==> src/rtl/core/ssc_pkg.sv <==
// Shared types and constants for the scaled sample change reporter.
// No dependencies; every other file in rtl/core refers to this package.
package ssc_pkg;

  // Configuration register widths, indexes and reset values
  localparam int OUT_SPAN_W = 10;
  localparam int IN_SPAN_W  = 12;
  localparam int CFG_DATA_W = 12;
  localparam int CFG_IDX_W  = 2;

  localparam logic [CFG_IDX_W-1:0] REG_OUT_SPAN = 2'd0;
  localparam logic [CFG_IDX_W-1:0] REG_IN_SPAN  = 2'd1;

  localparam logic [OUT_SPAN_W-1:0] OUT_SPAN_RESET = 10'd150;
  localparam logic [IN_SPAN_W-1:0]  IN_SPAN_RESET  = 12'd308;

  // Reading and decimal form
  localparam int READING_W  = 16;
  localparam int NUM_DIGITS = 5;
  localparam int BCD_W      = 4 * NUM_DIGITS;
  localparam logic [READING_W-1:0] READING_MAX = 16'hFFFF;

  // Report line characters
  localparam int                  PREFIX_LEN  = 5;
  localparam logic [7:0]          ASCII_ZERO  = 8'h30;
  localparam logic [7:0]          ASCII_CR    = 8'h0D;
  localparam logic [7:0]          ASCII_LF    = 8'h0A;

  // Byte source select for the output register
  localparam logic [1:0] BYTE_PRE = 2'd0;
  localparam logic [1:0] BYTE_DIG = 2'd1;
  localparam logic [1:0] BYTE_CR  = 2'd2;
  localparam logic [1:0] BYTE_LF  = 2'd3;

  // Commands from controller to datapath
  typedef struct packed {
    logic       load;
    logic       mul;
    logic       div_step;
    logic       judge;
    logic       dab_step;
    logic       trim_step;
    logic       emit;
    logic [1:0] byte_sel;
  } ssc_cmd_t;

  // Status from datapath to controller
  typedef struct packed {
    logic div_last;
    logic changed;
    logic dab_last;
    logic lead_zero;
    logic pre_last;
    logic dig_last;
    logic out_free;
  } ssc_sts_t;

  // Characters of the "temp=" prefix
  function automatic logic [7:0] prefix_char(input logic [2:0] idx);
    logic [7:0] ch;
    unique case (idx)
      3'd0:    ch = 8'h74; // t
      3'd1:    ch = 8'h65; // e
      3'd2:    ch = 8'h6D; // m
      3'd3:    ch = 8'h70; // p
      3'd4:    ch = 8'h3D; // =
      default: ch = 8'h3D;
    endcase
    return ch;
  endfunction

endpackage

==> src/rtl/core/scaled_sample_change_reporter.sv <==
// Top level of the scaled sample change reporter.
// Depends on ssc_pkg, ssc_ctrl and ssc_datapath.
//
//   Channel  Ports                               Direction  Payload
//   in       in_valid / in_stall                 input      in_adc_sample
//   out      out_valid / out_stall               output     out_tx_byte, out_last_byte
//   cfg      cfg_we, cfg_index, cfg_wdata        input      out_span (0), in_span (1)
//
// An item that leaves the reading unchanged goes through load, multiply, the
// one-bit-per-cycle divider and the compare; a new reading adds the
// binary-to-BCD conversion, the zero trim and the report bytes (each
// dropped digit costs one trim step and saves one report byte).
// out_stall holds the byte sequencer; the final line feed may wait in the
// output register while the next sample is taken. Reset is synchronous.
module scaled_sample_change_reporter #(
  parameter int SAMPLE_BITS = 10
) (
  input  logic                           clk,
  input  logic                           rst_n,
  input  logic                           cfg_we,
  input  logic [ssc_pkg::CFG_IDX_W-1:0]  cfg_index,
  input  logic [ssc_pkg::CFG_DATA_W-1:0] cfg_wdata,
  input  logic                           in_valid,
  output logic                           in_stall,
  input  logic [SAMPLE_BITS-1:0]         in_adc_sample,
  output logic                           out_valid,
  input  logic                           out_stall,
  output logic [7:0]                     out_tx_byte,
  output logic                           out_last_byte
);

  ssc_pkg::ssc_cmd_t cmd;
  ssc_pkg::ssc_sts_t sts;

  ssc_ctrl u_ctrl (
    .clk      (clk),
    .rst_n    (rst_n),
    .in_valid (in_valid),
    .in_stall (in_stall),
    .sts      (sts),
    .cmd      (cmd)
  );

  ssc_datapath #(
    .SAMPLE_BITS (SAMPLE_BITS)
  ) u_datapath (
    .clk           (clk),
    .rst_n         (rst_n),
    .cfg_we        (cfg_we),
    .cfg_index     (cfg_index),
    .cfg_wdata     (cfg_wdata),
    .in_adc_sample (in_adc_sample),
    .cmd           (cmd),
    .sts           (sts),
    .out_valid     (out_valid),
    .out_stall     (out_stall),
    .out_tx_byte   (out_tx_byte),
    .out_last_byte (out_last_byte)
  );

endmodule

==> src/rtl/core/ssc_ctrl.sv <==
// Sequencing state machine for the scaled sample change reporter.
// Depends on ssc_pkg for the command and status structs and byte selects.
module ssc_ctrl (
  input  logic             clk,
  input  logic             rst_n,
  input  logic             in_valid,
  output logic             in_stall,
  input  ssc_pkg::ssc_sts_t sts,
  output ssc_pkg::ssc_cmd_t cmd
);

  localparam logic [3:0] S_IDLE  = 4'd0;
  localparam logic [3:0] S_MUL   = 4'd1;
  localparam logic [3:0] S_DIV   = 4'd2;
  localparam logic [3:0] S_JUDGE = 4'd3;
  localparam logic [3:0] S_DAB   = 4'd4;
  localparam logic [3:0] S_TRIM  = 4'd5;
  localparam logic [3:0] S_PRE   = 4'd6;
  localparam logic [3:0] S_DIG   = 4'd7;
  localparam logic [3:0] S_CR    = 4'd8;
  localparam logic [3:0] S_LF    = 4'd9;

  logic [3:0] state_r;
  logic [3:0] state_nxt;

  // Take a new sample only when idle
  assign in_stall = (state_r != S_IDLE);

  // Next state and commands
  always_comb begin
    state_nxt     = state_r;
    cmd           = '0;
    cmd.byte_sel  = ssc_pkg::BYTE_PRE;
    unique case (state_r)
      S_IDLE: begin
        if (in_valid) begin
          cmd.load  = 1'b1;
          state_nxt = S_MUL;
        end
      end
      S_MUL: begin
        cmd.mul   = 1'b1;
        state_nxt = S_DIV;
      end
      S_DIV: begin
        cmd.div_step = 1'b1;
        if (sts.div_last) state_nxt = S_JUDGE;
      end
      S_JUDGE: begin
        cmd.judge = 1'b1;
        state_nxt = sts.changed ? S_DAB : S_IDLE;
      end
      S_DAB: begin
        cmd.dab_step = 1'b1;
        if (sts.dab_last) state_nxt = S_TRIM;
      end
      S_TRIM: begin
        if (sts.lead_zero) begin
          cmd.trim_step = 1'b1;
        end else begin
          state_nxt = S_PRE;
        end
      end
      S_PRE: begin
        if (sts.out_free) begin
          cmd.emit     = 1'b1;
          cmd.byte_sel = ssc_pkg::BYTE_PRE;
          if (sts.pre_last) state_nxt = S_DIG;
        end
      end
      S_DIG: begin
        if (sts.out_free) begin
          cmd.emit     = 1'b1;
          cmd.byte_sel = ssc_pkg::BYTE_DIG;
          if (sts.dig_last) state_nxt = S_CR;
        end
      end
      S_CR: begin
        if (sts.out_free) begin
          cmd.emit     = 1'b1;
          cmd.byte_sel = ssc_pkg::BYTE_CR;
          state_nxt    = S_LF;
        end
      end
      S_LF: begin
        if (sts.out_free) begin
          cmd.emit     = 1'b1;
          cmd.byte_sel = ssc_pkg::BYTE_LF;
          state_nxt    = S_IDLE;
        end
      end
      default: state_nxt = S_IDLE;
    endcase
  end

  // State register
  always_ff @(posedge clk) begin
    if (!rst_n) begin
      state_r <= S_IDLE;
    end else begin
      state_r <= state_nxt;
    end
  end

endmodule

==> src/rtl/core/ssc_datapath.sv <==
// Datapath: config registers, scale multiply, serial divider, binary to BCD
// converter, digit trim and the output byte register. Depends on ssc_pkg.
module ssc_datapath #(
  parameter int SAMPLE_BITS = 10
) (
  input  logic                                  clk,
  input  logic                                  rst_n,
  input  logic                                  cfg_we,
  input  logic [ssc_pkg::CFG_IDX_W-1:0]         cfg_index,
  input  logic [ssc_pkg::CFG_DATA_W-1:0]        cfg_wdata,
  input  logic [SAMPLE_BITS-1:0]                in_adc_sample,
  input  ssc_pkg::ssc_cmd_t                     cmd,
  output ssc_pkg::ssc_sts_t                     sts,
  output logic                                  out_valid,
  input  logic                                  out_stall,
  output logic [7:0]                            out_tx_byte,
  output logic                                  out_last_byte
);

  localparam int PW  = SAMPLE_BITS + ssc_pkg::OUT_SPAN_W;
  localparam int DCW = $clog2(PW);
  localparam int RW  = ssc_pkg::READING_W;
  localparam int BW  = ssc_pkg::BCD_W;
  localparam int SW  = ssc_pkg::IN_SPAN_W;

  // Control registers
  logic [ssc_pkg::OUT_SPAN_W-1:0] out_span_r, out_span_nxt;
  logic [SW-1:0]                  in_span_r, in_span_nxt;
  logic [RW-1:0]                  last_r, last_nxt;
  logic [DCW-1:0]                 div_cnt_r, div_cnt_nxt;
  logic [3:0]                     dab_cnt_r, dab_cnt_nxt;
  logic [2:0]                     ndig_r, ndig_nxt;
  logic [2:0]                     pre_cnt_r, pre_cnt_nxt;
  logic                           out_valid_r, out_valid_nxt;

  // Payload registers
  logic [SAMPLE_BITS-1:0]         sample_r, sample_nxt;
  logic [PW-1:0]                  quo_r, quo_nxt;
  logic [SW-1:0]                  rem_r, rem_nxt;
  logic [RW-1:0]                  bin_r, bin_nxt;
  logic [BW-1:0]                  bcd_r, bcd_nxt;
  logic [7:0]                     tx_byte_r, tx_byte_nxt;
  logic                           last_byte_r, last_byte_nxt;

  logic [PW-1:0]                  prod;
  logic [SW:0]                    rem_sh;
  logic [SW:0]                    rem_diff;
  logic                           q_bit;
  logic [RW-1:0]                  reading;
  logic [BW-1:0]                  bcd_adj;

  // Scale product, one multiply per item
  assign prod = PW'(sample_r) * PW'(out_span_r);

  // Restoring divide step: one quotient bit per cycle
  assign rem_sh   = {rem_r, quo_r[PW-1]};
  assign q_bit    = (rem_sh >= {1'b0, in_span_r});
  assign rem_diff = rem_sh - {1'b0, in_span_r};

  // Saturate on zero span or an oversized quotient
  assign reading = ((in_span_r == '0) || (quo_r[PW-1:RW] != '0)) ?
                   ssc_pkg::READING_MAX : quo_r[RW-1:0];

  // Add-three correction for each BCD digit
  always_comb begin
    for (int d = 0; d < ssc_pkg::NUM_DIGITS; d++) begin
      bcd_adj[4*d +: 4] = (bcd_r[4*d +: 4] >= 4'd5) ?
                          (bcd_r[4*d +: 4] + 4'd3) : bcd_r[4*d +: 4];
    end
  end

  // Status to controller
  always_comb begin
    sts.div_last  = (div_cnt_r == DCW'(PW - 1));
    sts.changed   = (reading != last_r);
    sts.dab_last  = (dab_cnt_r == 4'd15);
    sts.lead_zero = (bcd_r[BW-1 -: 4] == 4'd0) && (ndig_r > 3'd1);
    sts.pre_last  = (pre_cnt_r == 3'(ssc_pkg::PREFIX_LEN - 1));
    sts.dig_last  = (ndig_r == 3'd1);
    sts.out_free  = !out_valid_r || !out_stall;
  end

  // Next values
  always_comb begin
    out_span_nxt  = out_span_r;
    in_span_nxt   = in_span_r;
    last_nxt      = last_r;
    div_cnt_nxt   = div_cnt_r;
    dab_cnt_nxt   = dab_cnt_r;
    ndig_nxt      = ndig_r;
    pre_cnt_nxt   = pre_cnt_r;
    out_valid_nxt = out_valid_r;
    sample_nxt    = sample_r;
    quo_nxt       = quo_r;
    rem_nxt       = rem_r;
    bin_nxt       = bin_r;
    bcd_nxt       = bcd_r;
    tx_byte_nxt   = tx_byte_r;
    last_byte_nxt = last_byte_r;

    // Configuration writes; unknown indexes drop
    if (cfg_we) begin
      if (cfg_index == ssc_pkg::REG_OUT_SPAN) begin
        out_span_nxt = cfg_wdata[ssc_pkg::OUT_SPAN_W-1:0];
      end else if (cfg_index == ssc_pkg::REG_IN_SPAN) begin
        in_span_nxt = cfg_wdata[SW-1:0];
      end
    end

    if (cmd.load) begin
      sample_nxt  = in_adc_sample;
      div_cnt_nxt = '0;
    end

    if (cmd.mul) begin
      quo_nxt = prod;
      rem_nxt = '0;
    end

    if (cmd.div_step) begin
      rem_nxt     = q_bit ? rem_diff[SW-1:0] : rem_sh[SW-1:0];
      quo_nxt     = {quo_r[PW-2:0], q_bit};
      div_cnt_nxt = div_cnt_r + 1'b1;
    end

    // Compare with the last report and set up the conversion
    if (cmd.judge) begin
      if (sts.changed) last_nxt = reading;
      bin_nxt     = reading;
      bcd_nxt     = '0;
      dab_cnt_nxt = '0;
      ndig_nxt    = 3'(ssc_pkg::NUM_DIGITS);
      pre_cnt_nxt = '0;
    end

    if (cmd.dab_step) begin
      {bcd_nxt, bin_nxt} = {bcd_adj, bin_r} << 1;
      dab_cnt_nxt        = dab_cnt_r + 1'b1;
    end

    // Drop a leading zero digit
    if (cmd.trim_step) begin
      bcd_nxt  = bcd_r << 4;
      ndig_nxt = ndig_r - 1'b1;
    end

    // Load the output register, or clear it once taken
    if (cmd.emit) begin
      out_valid_nxt = 1'b1;
      last_byte_nxt = 1'b0;
      unique case (cmd.byte_sel)
        ssc_pkg::BYTE_PRE: begin
          tx_byte_nxt = ssc_pkg::prefix_char(pre_cnt_r);
          pre_cnt_nxt = pre_cnt_r + 1'b1;
        end
        ssc_pkg::BYTE_DIG: begin
          tx_byte_nxt = ssc_pkg::ASCII_ZERO | {4'd0, bcd_r[BW-1 -: 4]};
          bcd_nxt     = bcd_r << 4;
          ndig_nxt    = ndig_r - 1'b1;
        end
        ssc_pkg::BYTE_CR: begin
          tx_byte_nxt = ssc_pkg::ASCII_CR;
        end
        ssc_pkg::BYTE_LF: begin
          tx_byte_nxt   = ssc_pkg::ASCII_LF;
          last_byte_nxt = 1'b1;
        end
        default: tx_byte_nxt = ssc_pkg::ASCII_LF;
      endcase
    end else if (!out_stall) begin
      out_valid_nxt = 1'b0;
    end
  end

  // Control registers with reset
  always_ff @(posedge clk) begin
    if (!rst_n) begin
      out_span_r  <= ssc_pkg::OUT_SPAN_RESET;
      in_span_r   <= ssc_pkg::IN_SPAN_RESET;
      last_r      <= '0;
      div_cnt_r   <= '0;
      dab_cnt_r   <= '0;
      ndig_r      <= 3'(ssc_pkg::NUM_DIGITS);
      pre_cnt_r   <= '0;
      out_valid_r <= 1'b0;
    end else begin
      out_span_r  <= out_span_nxt;
      in_span_r   <= in_span_nxt;
      last_r      <= last_nxt;
      div_cnt_r   <= div_cnt_nxt;
      dab_cnt_r   <= dab_cnt_nxt;
      ndig_r      <= ndig_nxt;
      pre_cnt_r   <= pre_cnt_nxt;
      out_valid_r <= out_valid_nxt;
    end
  end

  // Payload registers
  always_ff @(posedge clk) begin
    sample_r    <= sample_nxt;
    quo_r       <= quo_nxt;
    rem_r       <= rem_nxt;
    bin_r       <= bin_nxt;
    bcd_r       <= bcd_nxt;
    tx_byte_r   <= tx_byte_nxt;
    last_byte_r <= last_byte_nxt;
  end

  assign out_valid     = out_valid_r;
  assign out_tx_byte   = tx_byte_r;
  assign out_last_byte = last_byte_r;

  // Never overwrite a byte that is still waiting
  a_emit_free: assert property (@(posedge clk) disable iff (!rst_n)
    cmd.emit |-> sts.out_free)
    else $error("byte loaded while output register busy");

  // The count reaches zero once the last digit has gone out
  a_ndig_range: assert property (@(posedge clk) disable iff (!rst_n)
    (ndig_r <= 3'(ssc_pkg::NUM_DIGITS)))
    else $error("digit count out of range");

  a_last_update: assert property (@(posedge clk) disable iff (!rst_n)
    (cmd.judge && sts.changed) |=> (last_r == $past(reading)))
    else $error("last reported reading not updated");

  a_lf_flag: assert property (@(posedge clk) disable iff (!rst_n)
    (out_valid && out_last_byte) |-> (out_tx_byte == ssc_pkg::ASCII_LF))
    else $error("last byte flag on a byte other than line feed");

endmodule
==> config.mk <==
export PLATFORM = sky130hd
export DESIGN_NAME = scaled_sample_change_reporter
export DESIGN_NICKNAME = d
export VERILOG_FILES = /design/src/rtl/core/ssc_pkg.sv /design/src/rtl/core/scaled_sample_change_reporter.sv /design/src/rtl/core/ssc_ctrl.sv /design/src/rtl/core/ssc_datapath.sv
export SDC_FILE = /design/constraint.sdc
export NUM_CORES = 1
export LEC_CHECK = 0
export ABC_AREA = 1
export BUFFER_PORTS_ARGS = -buffer_cell sky130_fd_sc_hd__buf_2
export CORE_MARGIN = 2
export CORE_UTILIZATION = 63
export CTS_CLUSTER_DIAMETER = 150
export DETAILED_ROUTE_END_ITERATION = 10
export PLACE_DENSITY = 0.83
export SYNTH_ARGS = -nofsm -noshare
export SYNTH_HDL_FRONTEND = slang
export SYNTH_SLANG_ARGS = --single-unit
export TNS_END_PERCENT = 20
==> constraint.sdc <==
create_clock -name clk -period 10.6 [get_ports clk]
set_clock_uncertainty 0.05 [all_clocks]
set_input_delay 1.06 -clock clk [delete_from_list [all_inputs] [get_ports clk]]
set_output_delay 1.06 -clock clk [all_outputs]
set_load 0.02 [all_outputs]
==> impl_metrics.yaml <==
clock_tree:
  clock_path_buffers: 2
  cts_made_buffers: 17
  clockRootBuffer: "clkbuf_16"
  cts.sink_count: 144
  cts_resized: 0
  cts.clk_slew.worst_paths_ns: 0.06
  cts_tree: "built"
  h-tree-depth: 4
  postCtsSetupRepairBufs: 0
  clk_latency_ns: 0.44
  cts.hold.buffers_added: 0
critical_path:
  path_max_fanout: 10
  crit_type: "reg -> reg"
  arrival_ns: 5.41
  reg2reg_to: "u_datapath.quo_r[15]"
  start_kind: "register"
  required_ns: 10.69
  crit_start: "u_datapath.sample_r[5]"
  critPathCaptureType: "register"
  rr_worst_depth: 19
  worstSetupEndpoint: "u_datapath.quo_r[15]"
  r2r-start: "u_datapath.sample_r[5]"
  rrSetupSlack_ns: 5.28
run_status:
  outcome: "finished clean"
finish:
  post_route_cells_drive_above_1_share_pct: 8.31
  layout.area.seq_um2: 3530
  n_antenna_cell: 0
  nets: 1550
  syn2layout_area_growth_pct: 7.64
  fin_cells: 1604
  nFillCells: 1329
  multi_input_area_um2: 6110
timing:
  max_freq_mhz: 188
  finalSetupViolations: 0
  hold_viol: 0
  drv_slew: 0
  period_share_pct: 50.2
  rsz0062_at_grt: "false"
  finalSetupTns_ns: 0
  relSlewSlack_pct: 28.9
  period_minus_slack_ns: 5.32
  worst_pin_slew_ns: 1.06
drt:
  via_per_inst: 5.69
  postRouteAntennaNets: 0
  drtPass1Iterations: 5
  drc: 0
  drt-wirelength-per-cell_um: 15.7
  drt_iter0_markers: 950
  num_vias: 9132
  wirelength_um: 25100
synth:
  synth_top_area_share_pct: 18.0
  ys_warn_count: 0
  synth_area_leaders: "edfxtp_1 18%, dfxtp_1 15%, fa_1 12%"
  syn_nets: 1544
  synthesis.area_um2: 10900
  yosysSeqAreaShare_pct: 32.6
  synth_cells: 1365
  synth_edf_count: 65
  syn_avg_cell_area_um2: 7.95
  synth-seq-cells: 144
  yosysTopAreaCell: "edfxtp_1"
  yosysUniqueCellTypes: 50
  synth_most_common_cell: "nand2_1"
  synthTopCellsByCount: "251 x nand2_1, 244 x inv_1, 113 x nor2_1"
  synthFlopType: "dfxtp_1"
  synthArstFlopShare_pct: 0
placement:
  dp.cells: 1572
  place.gp.congestion: 0.944
  port_buffers: 38
  post-dp-hpwl_um: 18100
flow_run:
  drv_cap: 0
global_routing:
  grt_pass1_vias: 8817
  grt_start_max_net_pins: 49
  overflow: 0
  antenna_found_initial: 0
  grt_usage_pct: 28.9
  grt_first_pass_wirelength_um: 41800
die:
  die_h_um: 135
  core-area_um2: 16700
  die_w_um: 135
  initial_core_util_pct: 65.0
  rows: 47
  design.die.area_um2: 18300
  pin_count: 40
power:
  p_leak_uw: 0.00570
  power_density_nw_per_um2: 338
  power_uw: 3940
  peakVddDrop_mv: 0.266
worst_hold_path:
  min_path_type: "reg -> reg"
[layer usage]
metal  global-route usage (%)  wire (µm)
met5                        0          0
met4                     10.6        550
met2                     47.0      11900
met3                     4.83       1830
met1                     39.1      10900
[cell families after synthesis]
group / share of synthesized area (%)
XOR/XNOR: 1.69
AND/OR/NAND/NOR: 18.7
AO/OA/AOI/OAI: 14.2
buffers and inverters: 11.2
flip-flops: 32.6
other: 0.0346
adder cells (fa/ha/maj): 21.7
[worst min-delay path by stage]
stage / startpoint / end / slack [ns] / depth (start not counted)
finish: u_datapath.bcd_r[3] / u_datapath.bcd_r[3] / 0.42 / 2
global route: u_datapath.div_cnt_r[4] / u_datapath.div_cnt_r[4] / 0.46 / 2
CTS: u_datapath.bcd_r[3] / u_datapath.bcd_r[3] / 0.42 / 2
detailed placement: u_datapath.bcd_r[3] / u_datapath.bcd_r[3] / 0.41 / 2
global placement: u_datapath.bcd_r[3] / u_datapath.bcd_r[3] / 0.40 / 2
floorplan: u_datapath.dab_cnt_r[3] / u_datapath.dab_cnt_r[3] / 0.39 / 1
[cell type report]
cell class              count  area share [%]
multi-input cells         913            52.3
flip-flops and latches    144            30.2
inverters                 253            8.17
clock buffers              22            4.33
well taps                 220            2.36
repair buffers             42            1.89
clock inverters            10           0.728
[critical path, cell delays in order, from the launching register on]
cell and delay, ns:
edfxtp_1 0.56, nand2_1 0.14, fa_1 0.55, inv_1 0.05, fa_1 0.50, inv_1 0.05
fa_1 0.47, inv_1 0.06, fa_1 0.54, inv_1 0.06, fa_1 0.52, inv_1 0.04
ha_1 0.35, a21oi_1 0.23, o21ai_0 0.14, a21oi_1 0.20, inv_1 0.10, a21oi_1 0.17
xor2_1 0.15, o21ai_0 0.09
[registers in the layout, indices dropped and copies added, names as in the netlist]
name                      count
u_ctrl.state_r                4
u_datapath.bcd_r             20
u_datapath.bin_r             16
u_datapath.dab_cnt_r          4
u_datapath.div_cnt_r          5
u_datapath.in_span_r         12
u_datapath.last_r            16
u_datapath.ndig_r             3
u_datapath.out_last_byte      1
u_datapath.out_span_r        10
u_datapath.out_tx_byte        7
u_datapath.out_valid          1
u_datapath.pre_cnt_r          3
u_datapath.quo_r             20
u_datapath.rem_r             12
u_datapath.sample_r          10
[report_power, final]
part           internal (µW)  switching [µW]  total (µW)
Combinational            859            1510        2370
Sequential               851             126         977
Clock                    345             251         596
[per-stage QoR]
stage / cell area [µm²] / setup slack (ns) / hold slack, ns / utilization (%)
floorplan: 10900 / 5.67 / 0.386 / -
detailed placement: 11100 / 5.32 / 0.409 / 66.4
CTS: 11700 / 5.32 / 0.417 / 69.9
finish: 11700 / 5.28 / 0.417 / 69.9
global route: 11700 / 4.93 / 0.460 / 69.9
global placement: 11100 / 5.53 / 0.401 / 66.4
[cells in the final DEF, fill, tap and decap left out, types with 3 or more instances in the layout]
cell,Yosys,layout
clkbuf_8,0,4
xnor2_1,9,9
xor2_1,12,12
ha_1,87,87
nor2_1,113,113
clkbuf_16,0,18
buf_4,3,4
edfxtp_1,65,65
nand2_1,251,251
nand3_1,35,35
nor3_1,13,13
or2_2,8,8
a31oi_1,5,5
o21ai_1,13,13
a211oi_1,3,3
nand4_1,19,19
a21oi_1,96,96
a22oi_1,4,4
o211ai_1,7,7
buf_2,4,38
inv_4,2,5
inv_2,5,5
nor2_2,4,4
o21ai_0,109,108
o31ai_1,3,3
a22o_1,12,12
inv_1,244,244
nand3_2,15,15
a32o_1,3,3
a311oi_1,3,3
dfxtp_1,79,79
fa_1,63,63
a221oi_1,8,8
inv_6,0,3
Power figures use the tool's default switching activity.
